<file path="config.mk">
export PLATFORM = sky130hd
export DESIGN_NAME = ppw_norm
export DESIGN_NICKNAME = d
export VERILOG_FILES = /design/src/design/ppw_pkg.sv /design/src/design/ppw_norm.sv
export SDC_FILE = /design/constraint.sdc
export NUM_CORES = 1
export LEC_CHECK = 0
export ABC_AREA = 1
export CORE_AREA = 4 4 140 142
export DETAILED_ROUTE_END_ITERATION = 6
export DIE_AREA = 0 0 144 146
export DONT_BUFFER_PORTS = 1
export GPL_TIMING_DRIVEN = 0
export PLACE_DENSITY = 0.51
export SLEW_MARGIN = 20
export SYNTH_ARGS = -nofsm -noshare
export SYNTH_HDL_FRONTEND = slang
export SYNTH_SLANG_ARGS = --single-unit
</file>
<file path="constraint.sdc">
create_clock -name vclk -period 8.9
set_clock_uncertainty 0.1 [all_clocks]
set_input_delay 1.78 -clock vclk [all_inputs]
set_output_delay 1.78 -clock vclk [all_outputs]
set_load 0.02 [all_outputs]
</file>
<file path="src/design/ppw_pkg.sv">
package ppw_pkg;

    localparam int CW = 32;
    localparam int XW = 10;
    localparam int PW = 24;
    localparam int QW = 10;
    localparam int MW = CW + XW + 1;
    localparam int NW = MW + 2;
    localparam int RW = NW + 15;
    localparam int CIW = 3;
    localparam int FRONT_STAGES = 3;
    localparam int DEFAULT_WIDTH = 1024;
    localparam int DEFAULT_HEIGHT = 1024;

    localparam logic [CIW-1:0] REG_XX = 3'd0;
    localparam logic [CIW-1:0] REG_XY = 3'd1;
    localparam logic [CIW-1:0] REG_XC = 3'd2;
    localparam logic [CIW-1:0] REG_YX = 3'd3;
    localparam logic [CIW-1:0] REG_YY = 3'd4;
    localparam logic [CIW-1:0] REG_YC = 3'd5;
    localparam logic [CIW-1:0] REG_WX = 3'd6;
    localparam logic [CIW-1:0] REG_WY = 3'd7;

    localparam logic [CW-1:0] ONE_Q16 = 32'h0001_0000;

    typedef struct packed {
        logic [RW-1:0] rem_x;
        logic [RW-1:0] rem_y;
        logic [NW-1:0] den;
        logic [QW-1:0] q_x;
        logic [QW-1:0] q_y;
        logic          keep;
        logic [PW-1:0] pixel;
    } t_div;

endpackage

</file>
<file path="src/design/ppw_norm.sv">
module ppw_norm (
    input  logic signed [ppw_pkg::NW-1:0] i_nx,
    input  logic signed [ppw_pkg::NW-1:0] i_ny,
    input  logic signed [ppw_pkg::NW-1:0] i_d,
    input  logic        [ppw_pkg::PW-1:0] i_pixel,
    output ppw_pkg::t_div                 o_div
);

    logic                          d_neg;
    logic signed [ppw_pkg::NW:0]   d_abs;
    logic signed [ppw_pkg::NW:0]   nx_s;
    logic signed [ppw_pkg::NW:0]   ny_s;
    logic signed [ppw_pkg::RW-1:0] num_x;
    logic signed [ppw_pkg::RW-1:0] num_y;
    logic        [ppw_pkg::RW-1:0] bound;

    always_comb begin
        d_neg = i_d[ppw_pkg::NW-1];
        d_abs = d_neg ? -(ppw_pkg::NW+1)'(i_d) : (ppw_pkg::NW+1)'(i_d);
        nx_s  = d_neg ? -(ppw_pkg::NW+1)'(i_nx) : (ppw_pkg::NW+1)'(i_nx);
        ny_s  = d_neg ? -(ppw_pkg::NW+1)'(i_ny) : (ppw_pkg::NW+1)'(i_ny);
        num_x = ppw_pkg::RW'(nx_s) <<< 14;
        num_y = ppw_pkg::RW'(ny_s) <<< 14;
        bound = ppw_pkg::RW'(d_abs) << ppw_pkg::QW;

        o_div.rem_x = num_x;
        o_div.rem_y = num_y;
        o_div.den   = d_abs[ppw_pkg::NW-1:0];
        o_div.q_x   = '0;
        o_div.q_y   = '0;
        o_div.pixel = i_pixel;
        o_div.keep  = (i_d != '0) && !num_x[ppw_pkg::RW-1] && !num_y[ppw_pkg::RW-1]
                      && (num_x < bound) && (num_y < bound);
    end

endmodule

</file>
Word-level counts from Yosys, hierarchy flattened
Index checks and enable logic that the tools add are counted.
- add/subtract/negate cells: 3
- magnitude comparators: 2
- muxes and demuxes: 3
- reduce and logical (&&, ||, !) cells: 7
- operator list (operator ; number):
    $mux 46 ; 3
    $neg 45->46 ; 3
    $lt 60x60->1 ; 2
    $reduce_bool 45->1 ; 1
    $logic_and 1x1->1 ; 4
    $logic_not 1->1 ; 2
- register bits after elaboration: 0
- input port bits: 159
- logic and storage cells: 15

Longest topological paths before layout
- depth in word-level cells: 7
- gate-level depth with buffers: 24
- depth with buffers taken out: 24

Worst setup path before layout
Ideal clock, no wire load.
- path type: input port to output port
- start: input i_nx[1] (netlist bit)
- end: output o_div[24] (netlist bit)
- arrival time: 4871 ps
- required time: 7020 ps
- setup slack: 2149 ps
- cell stages on the path: 23
- path buffers: 0
- cells stage by stage: inv_1 -> ha_1 -> nand3_2 -> nor2_2 -> nand2_1 -> nor2_1 -> inv_1 -> nor2_1 -> a41oi_1 -> a21oi_1 -> xor2_1 -> ha_1 -> a21oi_1 -> nand2_1 -> nand2_1 -> nand3_1 -> a221oi_1 -> nand3b_1 -> nor2_1 -> nand2_1 -> nor2_1 -> nand3_1 -> nor2_1
- RTL lines (element ; line ; text):
    start: declaration ; ppw_norm.sv:2 ; input logic signed [ppw_pkg::NW-1:0] i_nx,
    end: declaration ; ppw_norm.sv:6 ; output ppw_pkg::t_div o_div

==> results.toml <==
[sta]
relSlewSlack = 0.413
finalCritPeriodShare = 0.897
hold_viol = 0
period_minus_slack_ns = 7.98
finalSetupViolations = 0
final-max-slew-violation-count = 0
fmax_ghz = 0.125
rsz0062_at_grt = "false"
setup_tns_ns = 0
worstMarginPinSlew_ns = 0.881

[setup_path]
end_kind = "output pin"
cp_data_required_time_ns = 7.02
critical_path.max_stage_delay_ns = 0.65
crit_chain = "buf_2 -> buf_4 -> buf_2 -> buf_2 -> clkbuf_1 -> o21ai_0 -> xor2_1 -> inv_1 -> ha_1 -> nand4_1 -> nor2_1 -> o21bai_1 -> o211ai_1 -> a21oi_1 -> nand2_1 -> nand2_1 -> nand2_1 -> nor2_1 -> nand3_1 -> nor2_1"
cp.arrival_ns = 6.10
critPathKind = "in2out"
critical_path.top_delay_family = "buffers and inverters"
crit_slowest_cell = "xor2_1"
path_buf_inv = 6
crit_fanout = 10
cp-start-kind = "input pin"

[die]
fp.dieW_um = 144
floorplan.rows = 50
core-area_um2 = 18500
die_area_um2 = 21000
io-pin-count = 369
die_y_um = 146
start_util = 0.356

[yosys]
synthDistinctLibCells = 48
yosysWarnings = 0
seq_area_frac_synth = 0
synth_area_um2 = 6580
syn_avg_cell_area_um2 = 5.80
synthCells = 1134

[detailed_routing]
via_per_inst = 4.98
routedWlPerCell_um = 19.3
wirelength_mm = 27.4
firstDrtPassIters = 5
drtAntennaViolNets = 0
dr.first_iter.drc_count = 312
vias = 7098
drc_errors = 0

[place]
hpwl_mm = 24.6
place.gp.congestion = 0.925
placed_area_um2 = 7080
io_buffers = 0

[clocking]
post-cts-setup-buffer-count = 0
cts_hold_buffers = 0
cts_resized = 0

[finish]
final_layout_size_suffix_gt1_frac = 0.124
clock_buffers = 0
syn_to_final_growth_pct = 7.65
fillers = 2140
seq_area_um2 = 0
final_cell_area_um2 = 7080
diodes = 0
nNetsFinal = 1438
seq_cells = 0
multi_input_area_um2 = 5570
utilization = 0.384

[power]
power_density_nw_per_um2 = 71.5
power.leakage_uw = 0.00373
vdd_drop_max_uv = 21.8

[grt]
antenna_found_initial = 0
grt_pass1_vias = 6611
grt_max_degree = 11
grt_usage = 0.241
grt_first_pass_wirelength_mm = 39.3
grt-ovfl-total = 0

[job]
drv_cap = 0

[worst_hold_path]
min_path_type = "in2out"

[run_status]
status = "complete, no violations"
-- final timing paths --
check | from | endpoint | slack, ns | cells past startpoint
worst min-delay path | i_pixel[19] | o_div[19] | 3.57 | 1
worst max-delay path | i_d[44] | o_div[24] | 0.92 | 20
-- power breakdown --
group	switching, uW	total, uW	internal (uW)
registers	0	0	0
logic	356	506	150
clock network	0	0	0
-- cells in the mapped netlist, drive strengths merged --
library cell | count | area share
nand2 | 248 | 0.15
nor2 | 182 | 0.11
inv | 154 | 0.088
xor2 | 90 | 0.12
buf | 88 | 0.095
ha | 87 | 0.17
nand3 | 54 | 0.046
a21oi | 47 | 0.036
o21ai | 37 | 0.030
nand4 | 32 | 0.031
nor3 | 28 | 0.024
xnor2 | 26 | 0.037
nor4 | 9 | 0.010
o31ai | 8 | 0.0091
or2 | 7 | 0.0067
a31oi | 6 | 0.0057
a211oi | 5 | 0.0057
o21a | 5 | 0.0057
nand3b | 4 | 0.0046
clkbuf | 3 | 0.0017
o41ai | 3 | 0.0063
a21o | 2 | 0.0023
conb | 2 | 0.0011
a221oi | 1 | 0.0013
a41oi | 1 | 0.0013
and3 | 1 | 0.00095
clkinv | 1 | 0.00076
o211ai | 1 | 0.0011
o21bai | 1 | 0.0011
o221ai | 1 | 0.0013
-- kinds of logic (layout without fill, tap and decap cells) --
| family | Yosys count | count (layout) | synth area share |
|---|---|---|---|
| adders and majority gates | 87 | 87 | 0.166 |
| xor gates and xnor gates | 116 | 116 | 0.157 |
| buffers and inverters | 246 | 246 | 0.186 |
| other | 2 | 58 | 0.00114 |
| AOI/OAI and AO/OA | 118 | 118 | 0.107 |
| and+or+nand+nor | 565 | 565 | 0.384 |
-- through the flow --
step           hold slack [ns]  worst slack, ns  total power (uW)  std cells
3_5_place_dp              3.57            0.839               505       1424
4_1_cts                   3.57            0.829               507       1424
5_1_grt                   3.58            0.596               561       1424
2_1_floorplan             3.57             2.15               400       1190
3_3_place_gp              3.58            0.792               502       1424
6_report                  3.57            0.919               506       1424
-- layer usage --
| layer | routed length, um | vias to the layer above | GRT usage | part of all wire |
|---|---|---|---|---|
| met5 | 0 | - | 0 | 0 |
| met4 | 232 | 0 | 0.0165 | 0.0085 |
| met3 | 2560 | 14 | 0.0618 | 0.093 |
| met2 | 12700 | 273 | 0.407 | 0.46 |
| met1 | 11900 | 3161 | 0.321 | 0.43 |
| li1 | - | 3650 | - | - |
-- placed cells by master (no fill, tap or decap), types with 5 or more instances in the layout --
cell type,Yosys,routed
nand3_2,6,6
o21ai_1,5,5
inv_1,146,146
inv_2,8,8
nor2_2,15,15
xor2_1,90,90
buf_2,8,8
nand2_2,12,12
o31ai_1,8,8
a211oi_1,5,5
buf_4,76,76
nor3_1,26,26
nand4_1,31,31
nand3_1,48,48
a21oi_1,46,46
o21ai_0,29,29
nor2_1,164,164
nor4_1,7,7
ha_1,87,87
xnor2_1,24,24
conb_1,2,58
a31oi_1,6,6
nand2_1,235,235
o21a_1,5,5
-- cell type report --
class,count,area share
multi-input combinational,944,0.786
tap,234,0.0414
inverter,155,0.0824
buffer,91,0.0900
(Power assumes the default switching activity.)
