$ cat src/design/ppw_pkg.sv
package ppw_pkg;

    localparam int CW = 32;
    localparam int XW = 10;
    localparam int PW = 24;
    localparam int QW = 10;
    localparam int MW = CW + XW + 1;
    localparam int NW = MW + 2;
    localparam int RW = NW + 15;
    localparam int CIW = 3;
    localparam int FRONT_STAGES = 3;
    localparam int DEFAULT_WIDTH = 1024;
    localparam int DEFAULT_HEIGHT = 1024;

    localparam logic [CIW-1:0] REG_XX = 3'd0;
    localparam logic [CIW-1:0] REG_XY = 3'd1;
    localparam logic [CIW-1:0] REG_XC = 3'd2;
    localparam logic [CIW-1:0] REG_YX = 3'd3;
    localparam logic [CIW-1:0] REG_YY = 3'd4;
    localparam logic [CIW-1:0] REG_YC = 3'd5;
    localparam logic [CIW-1:0] REG_WX = 3'd6;
    localparam logic [CIW-1:0] REG_WY = 3'd7;

    localparam logic [CW-1:0] ONE_Q16 = 32'h0001_0000;

    typedef struct packed {
        logic [RW-1:0] rem_x;
        logic [RW-1:0] rem_y;
        logic [NW-1:0] den;
        logic [QW-1:0] q_x;
        logic [QW-1:0] q_y;
        logic          keep;
        logic [PW-1:0] pixel;
    } t_div;

endpackage

$ cat src/design/ppw_div_step.sv
module ppw_div_step #(
    parameter int BIT = 0
) (
    input  ppw_pkg::t_div i_div,
    output ppw_pkg::t_div o_div
);

    logic [ppw_pkg::RW-1:0] trial;

    always_comb begin
        trial = ppw_pkg::RW'(i_div.den) << BIT;
        o_div = i_div;
        if (i_div.rem_x >= trial) begin
            o_div.rem_x    = i_div.rem_x - trial;
            o_div.q_x[BIT] = 1'b1;
        end
        if (i_div.rem_y >= trial) begin
            o_div.rem_y    = i_div.rem_y - trial;
            o_div.q_y[BIT] = 1'b1;
        end
    end

endmodule
$ cat config.mk
export PLATFORM = sky130hd
export DESIGN_NAME = ppw_div_step
export DESIGN_NICKNAME = d
export VERILOG_FILES = /design/src/design/ppw_pkg.sv /design/src/design/ppw_div_step.sv
export SDC_FILE = /design/constraint.sdc
export NUM_CORES = 1
export LEC_CHECK = 0
export ABC_AREA = 1
export BUFFER_PORTS_ARGS = -buffer_cell sky130_fd_sc_hd__buf_2
export CAP_MARGIN = 20
export CELL_PAD_IN_SITES_DETAIL_PLACEMENT = 1
export CELL_PAD_IN_SITES_GLOBAL_PLACEMENT = 1
export CORE_ASPECT_RATIO = 1.1
export CORE_UTILIZATION = 33
export DETAILED_ROUTE_END_ITERATION = 16
export PLACE_DENSITY = 0.86
export SYNTH_ARGS = -nofsm -noshare
export SYNTH_HDL_FRONTEND = slang
export SYNTH_SLANG_ARGS = --single-unit
$ cat constraint.sdc
create_clock -name vclk -period 2.8
set_input_delay 0.42 -clock vclk [all_inputs]
set_output_delay 0.42 -clock vclk [all_outputs]
set_load 0.03 [all_outputs]
==> results of run 1 <==
-- layer usage --
layer | global-route usage (%) | GRT overflow
met1 | 83.6 | 17
met2 | 107 | 634
met3 | 71.9 | 19
met4 | 97.7 | 234
met5 | 35.1 | 2
-- stage by stage --
step	worst slack, ns	hold WS, ns	area (µm²)	TNS (ns)	utilization, %
2_1_floorplan	-0.113	0.972	11900	-0.843	-
3_3_place_gp	-0.608	0.840	17300	-44.93	49.0
3_5_place_dp	-0.731	0.840	17300	-53.12	49.0
4_1_cts	-0.295	0.840	18600	-28.89	52.9
-- cells by family after synthesis --
family / count (synthesis)
buffers and inverters: 671
and+or+nand+nor: 1557
AOI/OAI and AO/OA: 149
xor gates and xnor gates: 54
adders and majority gates: 92
-- repair_timing --
action | 4_1_cts
hold buffers | 0
buffers inserted | 13
setup endpoints to repair | 122
pin swaps | 20
gates resized for setup | 297
gates cloned | 5
==> results.py, run 1 <==
metrics = {
    "status": {
        "status": "stopped before the end",
        "stop_stage": "5_1_grt",
        "error": "[ERROR GRT-0232] Routing congestion too high. Check the congestion heatmap in the GUI.",
    },
    "placed_design": {
        "port_buffers": 334,
        "placed_cells": 3733,
        "gp_congestion": 1.02,
        "dpl.hpwl_um": 61600,
    },
    "synth": {
        "avgSynthCellArea_um2": 4.68,
        "synthMostInstantiatedCell": "nand2_1",
        "synth_top_area_share_pct": 35.1,
        "synthAdderAreaFrac_pct": 9.88,
        "synth_area_leader_cell": "nand2_1",
        "yosysWarnings": 0,
        "synth_mux_area_share_pct": 0,
        "synth_fp_nets": 2825,
        "synth_cells": 2523,
        "synth_compound_area_share_pct": 7.61,
        "synth_xor_area_share_pct": 4.01,
        "synth_seq_area_share_pct": 0,
        "yosys-top-cells-area": "nand2_1 (35%), inv_1 (18%), ha_1 (9.5%)",
        "synth_area_mm2": 0.0118,
        "synthTopCellsByCount": "nand2_1 (1103), inv_1 (555), nor2_1 (200)",
        "synthSimpleGateAreaFrac_pct": 53.6,
        "yosysUniqueCellTypes": 37,
        "synth_top_family_by_area": "simple AND/OR/NAND/NOR gates",
    },
    "global_routing": {
        "track_usage_pct": 88.0,
        "grt_max_degree": 28,
        "overflow": 906,
    },
    "floorplan": {
        "ios": 420,
        "die_h_um": 200,
        "start_util_pct": 33.5,
        "rows": 72,
        "die_w_um": 182,
    },
    "sta": {
        "endpoint_type": "top-level output",
        "worstEndpointGrtRepair": "o_div[209]",
    },
}
==> inputs of run 2 (changes only) <==
--- a/config.mk
+++ b/config.mk
@@ -8,12 +8,9 @@
 export ABC_AREA = 1
 export BUFFER_PORTS_ARGS = -buffer_cell sky130_fd_sc_hd__buf_2
 export CAP_MARGIN = 20
-export CELL_PAD_IN_SITES_DETAIL_PLACEMENT = 1
-export CELL_PAD_IN_SITES_GLOBAL_PLACEMENT = 1
-export CORE_ASPECT_RATIO = 1.1
-export CORE_UTILIZATION = 33
+export CORE_UTILIZATION = 40
 export DETAILED_ROUTE_END_ITERATION = 16
-export PLACE_DENSITY = 0.86
+export PLACE_DENSITY_LB_ADDON = 0.15
 export SYNTH_ARGS = -nofsm -noshare
 export SYNTH_HDL_FRONTEND = slang
 export SYNTH_SLANG_ARGS = --single-unit
==> results.py, run 2 <==
metrics = {
    "status": {
        "status": "complete, but fails checks",
        "violations": "negative setup slack",
    },
    "worst_setup_path": {
        "setup.worst_path.class": "in2out",
        "required_ns": 2.38,
        "startpoint": "i_div[87]",
        "critPathCaptureType": "output port",
        "cp_max_fo": 14,
        "startpoint_type": "input pin",
        "worstPathArrival_ns": 2.63,
    },
    "synth": {
        "yosysUniqueCellTypes": 37,
        "synthTopCellsByCount": "nand2_1 (1103), inv_1 (555), nor2_1 (200)",
        "yosys-top-cells-area": "nand2_1 (35%), inv_1 (18%), ha_1 (9.5%)",
        "synth_cells": 2523,
        "yosysWarnings": 0,
        "synth_top_area_share_pct": 35.1,
        "synth_seq_area_share_pct": 0,
        "synth_fp_nets": 2825,
        "synthMostInstantiatedCell": "nand2_1",
        "synth_area_leader_cell": "nand2_1",
        "synth_area_mm2": 0.0118,
        "avgSynthCellArea_um2": 4.68,
    },
    "floorplan": {
        "ios": 420,
        "die_w_um": 174,
        "core_mm2": 0.0289,
        "die_area_mm2": 0.0302,
        "start_util_pct": 40.9,
        "rows": 62,
        "die_h_um": 174,
    },
    "layout": {
        "areaGrowthSynthToFinish_pct": 55.1,
        "final_area_mm2": 0.0183,
        "fin_nets": 3516,
        "final_common_cell": "nand2_1",
        "nClkBuffers": 0,
        "regArea_um2": 0,
        "final_cell_mix": "nand2_1 (1054), inv_1 (524), buf_4 (515)",
        "antenna_cells": 0,
        "drive_gt1_share_pct": 34.1,
        "nFlopsAndLatches": 0,
    },
    "hold_path": {
        "hold_end": "o_div[11]",
        "whs_path_depth": 0,
        "min_path_type": "in2out",
        "hold_start": "i_div[11]",
    },
    "sta": {
        "fmax_mhz": 328,
        "worstMarginPinSlew_ns": 0.391,
        "setup_tns_ns": -23.42,
        "fin_crit_ns": 3.05,
        "hold_viol": 0,
        "max_slew_margin_pct": 73.6,
        "setup_viol": 122,
        "rsz0062_at_grt": "yes",
        "period_share_pct": 109,
        "drv_slew": 0,
        "final.setup.worst_slack_ns": -0.248,
    },
    "global_routing": {
        "overflow": 0,
        "track_usage_pct": 37.2,
        "grt_antenna_before_repair": 0,
        "grt_max_degree": 31,
        "grt_pass1_vias": 16550,
        "grt_pass1_wl_um": 88100,
    },
    "detailed_routing": {
        "routed_wl_um": 59400,
        "avgRoutedWirePerCell_um": 16.5,
        "dr_total_vias": 17582,
        "drt_first_pass_iters": 5,
        "via_per_inst": 4.89,
        "ant_nets": 0,
        "drt-initial-drc-count": 1381,
        "drc": 0,
    },
    "placed_design": {
        "gp_congestion": 1.08,
        "placed_area_mm2": 0.0166,
        "port_buffers": 334,
        "dpl.hpwl_um": 50600,
    },
    "job": {
        "maxCapViolCount": 0,
    },
    "power_and_ir_drop": {
        "peakVddDrop_mv": 0.226,
        "power_density_mw_per_mm2": 255,
        "power.leakage_nw": 11.1,
    },
    "clocking": {
        "ctsHoldBuffers": 0,
    },
}
[run 2: cell counts after synthesis]
Identical to the previous run, type by type.
[run 2: logic make-up after synthesis]
family / synth area share, %
AO/OA/AOI/OAI: 7.61
XOR/XNOR: 4.01
adder cells (fa/ha/maj): 9.88
buffers and inverters: 24.9
AND/OR/NAND/NOR: 53.6
[run 2: layout make-up]
class,count,area [µm²]
fillers,3010,10600
repair buffers,799,5860
inverters,561,2140
multi-input cells,1852,9830
well taps,384,480
[run 2: timing repair]
item | CTS | global route
setup buffers | 13 | 10
pin swaps | 7 | 19
gates resized for setup | 183 | 219
cloned | 5 | 5
setup endpoints to repair | 122 | 122
[run 2: how the worst max path moves through the flow]
| stage | depth (start not counted) | slack (ns) | to |
|---|---|---|---|
| 3_5_place_dp | 16 | -0.34 | o_div[117] |
| 3_3_place_gp | 15 | -0.34 | o_div[199] |
| 5_1_grt | 17 | -0.35 | o_div[35] |
| 2_1_floorplan | 12 | -0.11 | o_div[150] |
| 4_1_cts | 18 | -0.22 | o_div[178] |
| 6_report | 16 | -0.25 | o_div[114] |
[run 2: metrics by stage]
step / hold WS, ns / std cells / power, mW / setup slack (ns) / util, %
after floorplan: 0.972 / 2523 / 2.47 / -0.113 / -
after global placement: 0.840 / 3564 / 4.11 / -0.339 / 57.4
after detailed placement: 0.840 / 3564 / 4.12 / -0.345 / 57.4
after CTS: 0.840 / 3582 / 4.38 / -0.221 / 60.2
after global routing: 0.840 / 3596 / 5.00 / -0.353 / 63.4
final: 0.840 / 3596 / 4.68 / -0.248 / 63.4
[run 2: metal layers]
layer | global-route usage, % | part of all wire, % | vias up | routed length, µm
met2 | 63.6 | 46 | 699 | 27500
met3 | 2.48 | 6.6 | 130 | 3910
met1 | 47.9 | 42 | 7920 | 25100
met4 | 15.8 | 4.8 | 0 | 2850
met5 | 0 | 0 | - | 0
li1 | - | - | 8833 | -
[run 2: critical path, stage by stage]
cell and delay (ns):
buf_2 0.09, inv_1 0.11, ha_1 0.33, nand2_1 0.10, nor2_2 0.20, inv_1 0.10
nor2_4 0.12, nand2_1 0.10, nor3_2 0.15, nand2_2 0.10, nand2_4 0.12, clkinv_8 0.14
clkbuf_16 0.23, nand2_2 0.08, o21ai_2 0.06, buf_4 0.17
[run 2: where the power goes]
part | switching [mW] | leakage (nW) | total (mW) | internal [mW]
combinational | 2.76 | 11.1 | 4.68 | 1.92
sequential | 0 | 0 | 0 | 0
clock | 0 | 0 | 0 | 0
total | 2.76 | 11.1 | 4.68 | 1.92
(Power assumes the default switching activity.)
==> inputs of run 3 (changes only) <==
--- a/config.mk
+++ b/config.mk
@@ -5,11 +5,11 @@
 export SDC_FILE = /design/constraint.sdc
 export NUM_CORES = 1
 export LEC_CHECK = 0
-export ABC_AREA = 1
-export BUFFER_PORTS_ARGS = -buffer_cell sky130_fd_sc_hd__buf_2
+export BUFFER_PORTS_ARGS = -buffer_cell sky130_fd_sc_hd__buf_4
 export CAP_MARGIN = 20
-export CORE_UTILIZATION = 40
+export CORE_AREA = 2 2 164 166
 export DETAILED_ROUTE_END_ITERATION = 16
+export DIE_AREA = 0 0 166 168
 export PLACE_DENSITY_LB_ADDON = 0.15
 export SYNTH_ARGS = -nofsm -noshare
 export SYNTH_HDL_FRONTEND = slang
==> results.py, run 3 <==
metrics = {
    "status": {
        "status": "complete, but fails checks",
        "violations": "negative setup slack",
    },
    "global_routing": {
        "grt_pass1_wl_um": 67600,
        "grt_max_degree": 21,
        "track_usage_pct": 29.7,
        "grt_pass1_vias": 13089,
        "grt_antenna_before_repair": 1,
        "overflow": 0,
    },
    "detailed_routing": {
        "avgRoutedWirePerCell_um": 18.4,
        "drc": 0,
        "drt-initial-drc-count": 575,
        "ant_nets": 0,
        "dr_total_vias": 12821,
        "routed_wl_um": 45300,
        "drt_first_pass_iters": 4,
        "via_per_inst": 5.21,
    },
    "floorplan": {
        "die_h_um": 168,
        "die_w_um": 166,
        "core_mm2": 0.0264,
        "ios": 420,
        "start_util_pct": 31.0,
        "die_area_mm2": 0.0279,
        "rows": 60,
    },
    "layout": {
        "final_cell_mix": "buf_4 (792), buf_6 (139), nand2_1 (101)",
        "areaGrowthSynthToFinish_pct": 138,
        "final_common_cell": "buf_4",
        "nClkBuffers": 0,
        "regArea_um2": 0,
        "layout.cells.non_filler": 2463,
        "fin_nets": 2425,
        "drive_gt1_share_pct": 66.8,
        "nFlopsAndLatches": 0,
    },
    "power_and_ir_drop": {
        "peakVddDrop_mv": 0.379,
        "seq_power_share_pct": 0,
        "p_clk_share_pct": 0,
        "switching_share_pct": 50.7,
        "p_switching_mw": 2.78,
        "p_int_mw": 2.71,
        "power_density_mw_per_mm2": 282,
        "power.leakage_nw": 8.97,
        "power_frac_comb_pct": 100.0,
    },
    "synth": {
        "yosysUniqueCellTypes": 72,
        "synth_seq_area_share_pct": 0,
        "synth_area_leader_cell": "ha_1",
        "yosysWarnings": 0,
        "synthTopCellsByCount": "nand2_1 (162), a21oi_1 (141), o21ai_0 (106)",
        "synth_cells": 1302,
        "synth_fp_nets": 1604,
        "yosys-top-cells-area": "ha_1 (14%), a21oi_1 (8.6%), buf_4 (8.2%)",
        "avgSynthCellArea_um2": 6.28,
        "synth_area_mm2": 0.00818,
        "synth_top_area_share_pct": 13.8,
        "synthMostInstantiatedCell": "nand2_1",
    },
    "clocking": {
        "ctsHoldBuffers": 0,
    },
    "sta": {
        "period_share_pct": 129,
        "hold_viol": 0,
        "fmax_mhz": 276,
        "drv_slew": 0,
        "rsz0062_at_grt": "yes",
        "worstMarginPinSlew_ns": 0.618,
        "final.setup.worst_slack_ns": -0.818,
        "max_slew_margin_pct": 58.4,
        "fin_hold_ws_ns": 0.840,
        "fin_crit_ns": 3.62,
        "setup_viol": 122,
    },
    "worst_setup_path": {
        "crit_end": "o_div[93]",
        "worstPathArrival_ns": 3.20,
        "setup.worst_path.class": "in2out",
        "startpoint": "i_div[45]",
        "critPathCaptureType": "output port",
        "cp_max_fo": 5,
        "startpoint_type": "input pin",
        "required_ns": 2.38,
    },
    "placed_design": {
        "placed_cells": 2402,
        "gp_congestion": 0.921,
        "dp_slack_ns": -1.00,
        "port_buffers": 334,
        "dpl.hpwl_um": 37000,
    },
    "hold_path": {
        "whs_path_depth": 0,
        "min_path_type": "in2out",
        "hold_start": "i_div[13]",
    },
    "job": {
        "maxCapViolCount": 0,
    },
}
==> run 3: logic make-up after synthesis <==
group	Yosys count	synth area share, %
AO/OA/AOI/OAI	426	32.3
XOR/XNOR	114	12.2
adder cells (fa/ha/maj)	92	14.3
buffers and inverters	216	14.7
multiplexers	2	0.275
AND/OR/NAND/NOR	452	26.3
==> run 3: critical path, stage by stage <==
cell and delay, ns:
buf_12 0.11, ha_4 0.15, fa_2 0.34, nand2b_4 0.15
a21o_4 0.22, a21oi_4 0.20, o2111ai_4 0.18, a31oi_4 0.28
buf_6 0.13, buf_6 0.10, buf_6 0.09, o21ai_4 0.06
buf_12 0.15, clkbuf_16 0.16, o31ai_4 0.26, buf_6 0.17
==> run 3: routing by layer <==
metal	part of all wire, %	track usage [%]	wire (µm)
met1	40	35.3	17900
met2	50	55.0	22900
met3	5.5	2.94	2500
met4	4.5	11.3	2030
met5	0	0	0
==> run 3: area by class of cell <==
class                           count  area [µm²]
Multi-Input combinational cell   1086       10400
Timing Repair Buffer              970        8290
Fill cell                        1981        6890
Tap cell                          341         427
Inverter                           65         308
Antenna cell                        1        2.50
==> run 3: per-stage QoR <==
stage / area (µm²) / util, % / total power [mW] / TNS (ns)
floorplan: 10900 / - / 2.79 / -44.64
global placement: 17100 / 64.8 / 4.83 / -100.08
detailed placement: 17100 / 64.8 / 4.86 / -103.54
CTS: 18700 / 70.9 / 5.29 / -82.02
global route: 19500 / 73.8 / 5.79 / -93.95
finish: 19500 / 73.8 / 5.49 / -85.26
==> run 3: power groups by stage <==
stage | clock, mW | combinational [mW] | sequential, mW
finish | 0.0000000481 | 5.49 | 0
global route | 0.0000000479 | 5.79 | 0
CTS | 0 | 5.29 | 0
detailed placement | 0 | 4.86 | 0
global placement | 0 | 4.83 | 0
floorplan | 0 | 2.79 | 0
==> run 3: what timing repair did <==
item / CTS / global route
setup buffers: 36 / 28
endpoints found under the setup margin: 122 / 122
pin swaps: 65 / 67
resized for setup: 288 / 117
cloned: 4 / 5
==> run 3: worst min-delay path by stage <==
| stage | slack, ns | endpoint |
|---|---|---|
| 6_report | 0.84 | o_div[13] |
| 5_1_grt | 0.84 | o_div[16] |
| 2_1_floorplan | 0.92 | o_div[205] |
| 3_5_place_dp | 0.84 | o_div[10] |
| 3_3_place_gp | 0.84 | o_div[10] |
| 4_1_cts | 0.84 | o_div[10] |
==> inputs of run 4 (changes only) <==
==> constraint.sdc (replaced) <==
create_clock -name vclk -period 2.8
set_input_delay 0.42 -clock vclk [all_inputs]
set_output_delay 0.42 -clock vclk [all_outputs]
set_load 0.1 [all_outputs]
==> results.py, run 4 (synthesis results as in run 3) <==
metrics = {
    "global_routing": {
        "overflow": 0,
        "track_usage_pct": 33.9,
        "grt_pass1_wl_um": 76500,
        "grt_antenna_before_repair": 3,
        "grt_pass1_vias": 13937,
        "grt_max_degree": 12,
    },
    "clocking": {
        "ctsHoldBuffers": 0,
    },
    "power_and_ir_drop": {
        "power_density_mw_per_mm2": 387,
        "power_frac_comb_pct": 100.0,
        "p_int_mw": 3.41,
        "p_clk_share_pct": 0,
        "peakVddDrop_mv": 0.571,
        "switching_share_pct": 59.7,
        "seq_power_share_pct": 0,
        "power.leakage_nw": 9.73,
        "p_switching_mw": 5.05,
    },
    "hold_path": {
        "whs_path_depth": 0,
        "min_path_type": "in2out",
        "hold_end": "o_div[13]",
        "hold_start": "i_div[13]",
    },
    "floorplan": {
        "die_area_mm2": 0.0279,
        "die_w_um": 166,
        "core_mm2": 0.0264,
        "die_h_um": 168,
        "ios": 420,
        "rows": 60,
        "start_util_pct": 31.0,
    },
    "worst_setup_path": {
        "worstPathArrival_ns": 3.37,
        "cp_num_buf_inv": 5,
        "setup.worst_path.class": "in2out",
        "cp_slowest_cell": "or4_4",
        "cp_slowest_stage_delay_ns": 0.46,
        "critical_path.top_delay_family": "simple AND/OR/NAND/NOR gates",
        "crit_chain": "buf_4 -> inv_1 -> ha_4 -> nor3_1 -> nand3_1 -> or4_4 -> a31oi_4 -> o21ai_4 -> a21oi_4 -> buf_6 -> buf_6 -> nor3_4 -> nand3b_1 -> xnor2_4 -> buf_12",
        "cp.depth": 15,
        "cp_common_cell": "buf_6",
        "required_ns": 2.38,
        "critPathCaptureType": "output port",
        "cp_max_fo": 5,
        "startpoint_type": "input pin",
    },
    "layout": {
        "final_common_cell": "buf_4",
        "multi_input_area_mm2": 0.0113,
        "nFlopsAndLatches": 0,
        "final_cell_mix": "buf_4 (739), buf_12 (150), nand2_1 (98)",
        "fin_nets": 2436,
        "regArea_um2": 0,
        "final_area_mm2": 0.0219,
        "areaGrowthSynthToFinish_pct": 167,
        "fillers": 1493,
        "nClkBuffers": 0,
        "final_core_util_pct": 83.0,
        "drive_gt1_share_pct": 68.9,
    },
    "sta": {
        "period_share_pct": 135,
        "setup_viol": 122,
        "final.setup.worst_slack_ns": -0.993,
        "hold_viol": 0,
        "fin_hold_ws_ns": 0.840,
        "fin_crit_ns": 3.79,
        "max_slew_margin_pct": 52.4,
        "fmax_mhz": 264,
        "drv_slew": 0,
        "setup_tns_ns": -96.92,
        "worstMarginPinSlew_ns": 0.708,
        "rsz0062_at_grt": "yes",
    },
    "placed_design": {
        "gp_congestion": 0.951,
        "dpl.hpwl_um": 37600,
        "port_buffers": 334,
        "placed_area_mm2": 0.0172,
    },
    "detailed_routing": {
        "drc": 0,
        "via_per_inst": 5.55,
        "drt-initial-drc-count": 874,
        "drt_first_pass_iters": 7,
        "routed_wl_um": 52900,
        "avgRoutedWirePerCell_um": 21.4,
        "ant_nets": 0,
        "dr_total_vias": 13728,
    },
    "status": {
        "status": "complete, but fails checks",
        "violations": "negative setup slack",
    },
    "job": {
        "maxCapViolCount": 0,
    },
}
## run 4: cell count changes in the layout (fill, tap and decap cells not counted), moves of 8 or more
cell | previous run | this run
xnor2_4 | 6 | 20
buf_6 | 139 | 65
xnor2_2 | 19 | 10
buf_4 | 792 | 739
a21oi_4 | 35 | 43
xor2_4 | 2 | 12
buf_12 | 21 | 150
## run 4: worst max path at each step
stage / startpoint / to / slack [ns]
CTS: i_div[77] / o_div[199] / -0.88
global route: i_div[89] / o_div[206] / -1.11
finish: i_div[89] / o_div[206] / -0.99
global placement: i_div[90] / o_div[139] / -1.12
detailed placement: i_div[58] / o_div[188] / -1.21
floorplan: i_div[90] / o_div[144] / -1.03
## run 4: repair_timing
item | CTS | global route
resized for setup | 655 | 144
setup buffers | 55 | 41
pin swaps | 129 | 110
setup endpoints to repair | 122 | 122
cloned | 11 | 4
## run 4: layout make-up
cell class,count,share of cell area [%]
Timing Repair Buffer,980,44.9
Multi-Input combinational cell,1087,51.6
Antenna cell,1,0.0114
Tap cell,341,1.95
Inverter,65,1.47
## run 4: through the flow
step	total power [mW]	std cells	worst slack [ns]
after CTS	8.06	2443	-0.881
after floorplan	4.97	1302	-1.03
after detailed placement	6.74	2382	-1.21
final	8.46	2474	-0.993
after global placement	6.71	2382	-1.12
after global routing	8.71	2473	-1.11
## run 4: power groups by stage
stage | Sequential [mW] | Clock, mW | Combinational [mW]
finish | 0 | 0.0000000478 | 8.46
global placement | 0 | 0 | 6.71
CTS | 0 | 0 | 8.06
floorplan | 0 | 0 | 4.97
global route | 0 | 0 | 8.71
detailed placement | 0 | 0 | 6.74
## run 4: routing by layer
layer	share of wire (%)	track usage, %	vias up
met5	0.055	0	-
met1	37	39.6	6537
met3	7.0	4.84	204
met4	5.3	11.9	4
met2	51	63.1	733
li1	-	-	6250
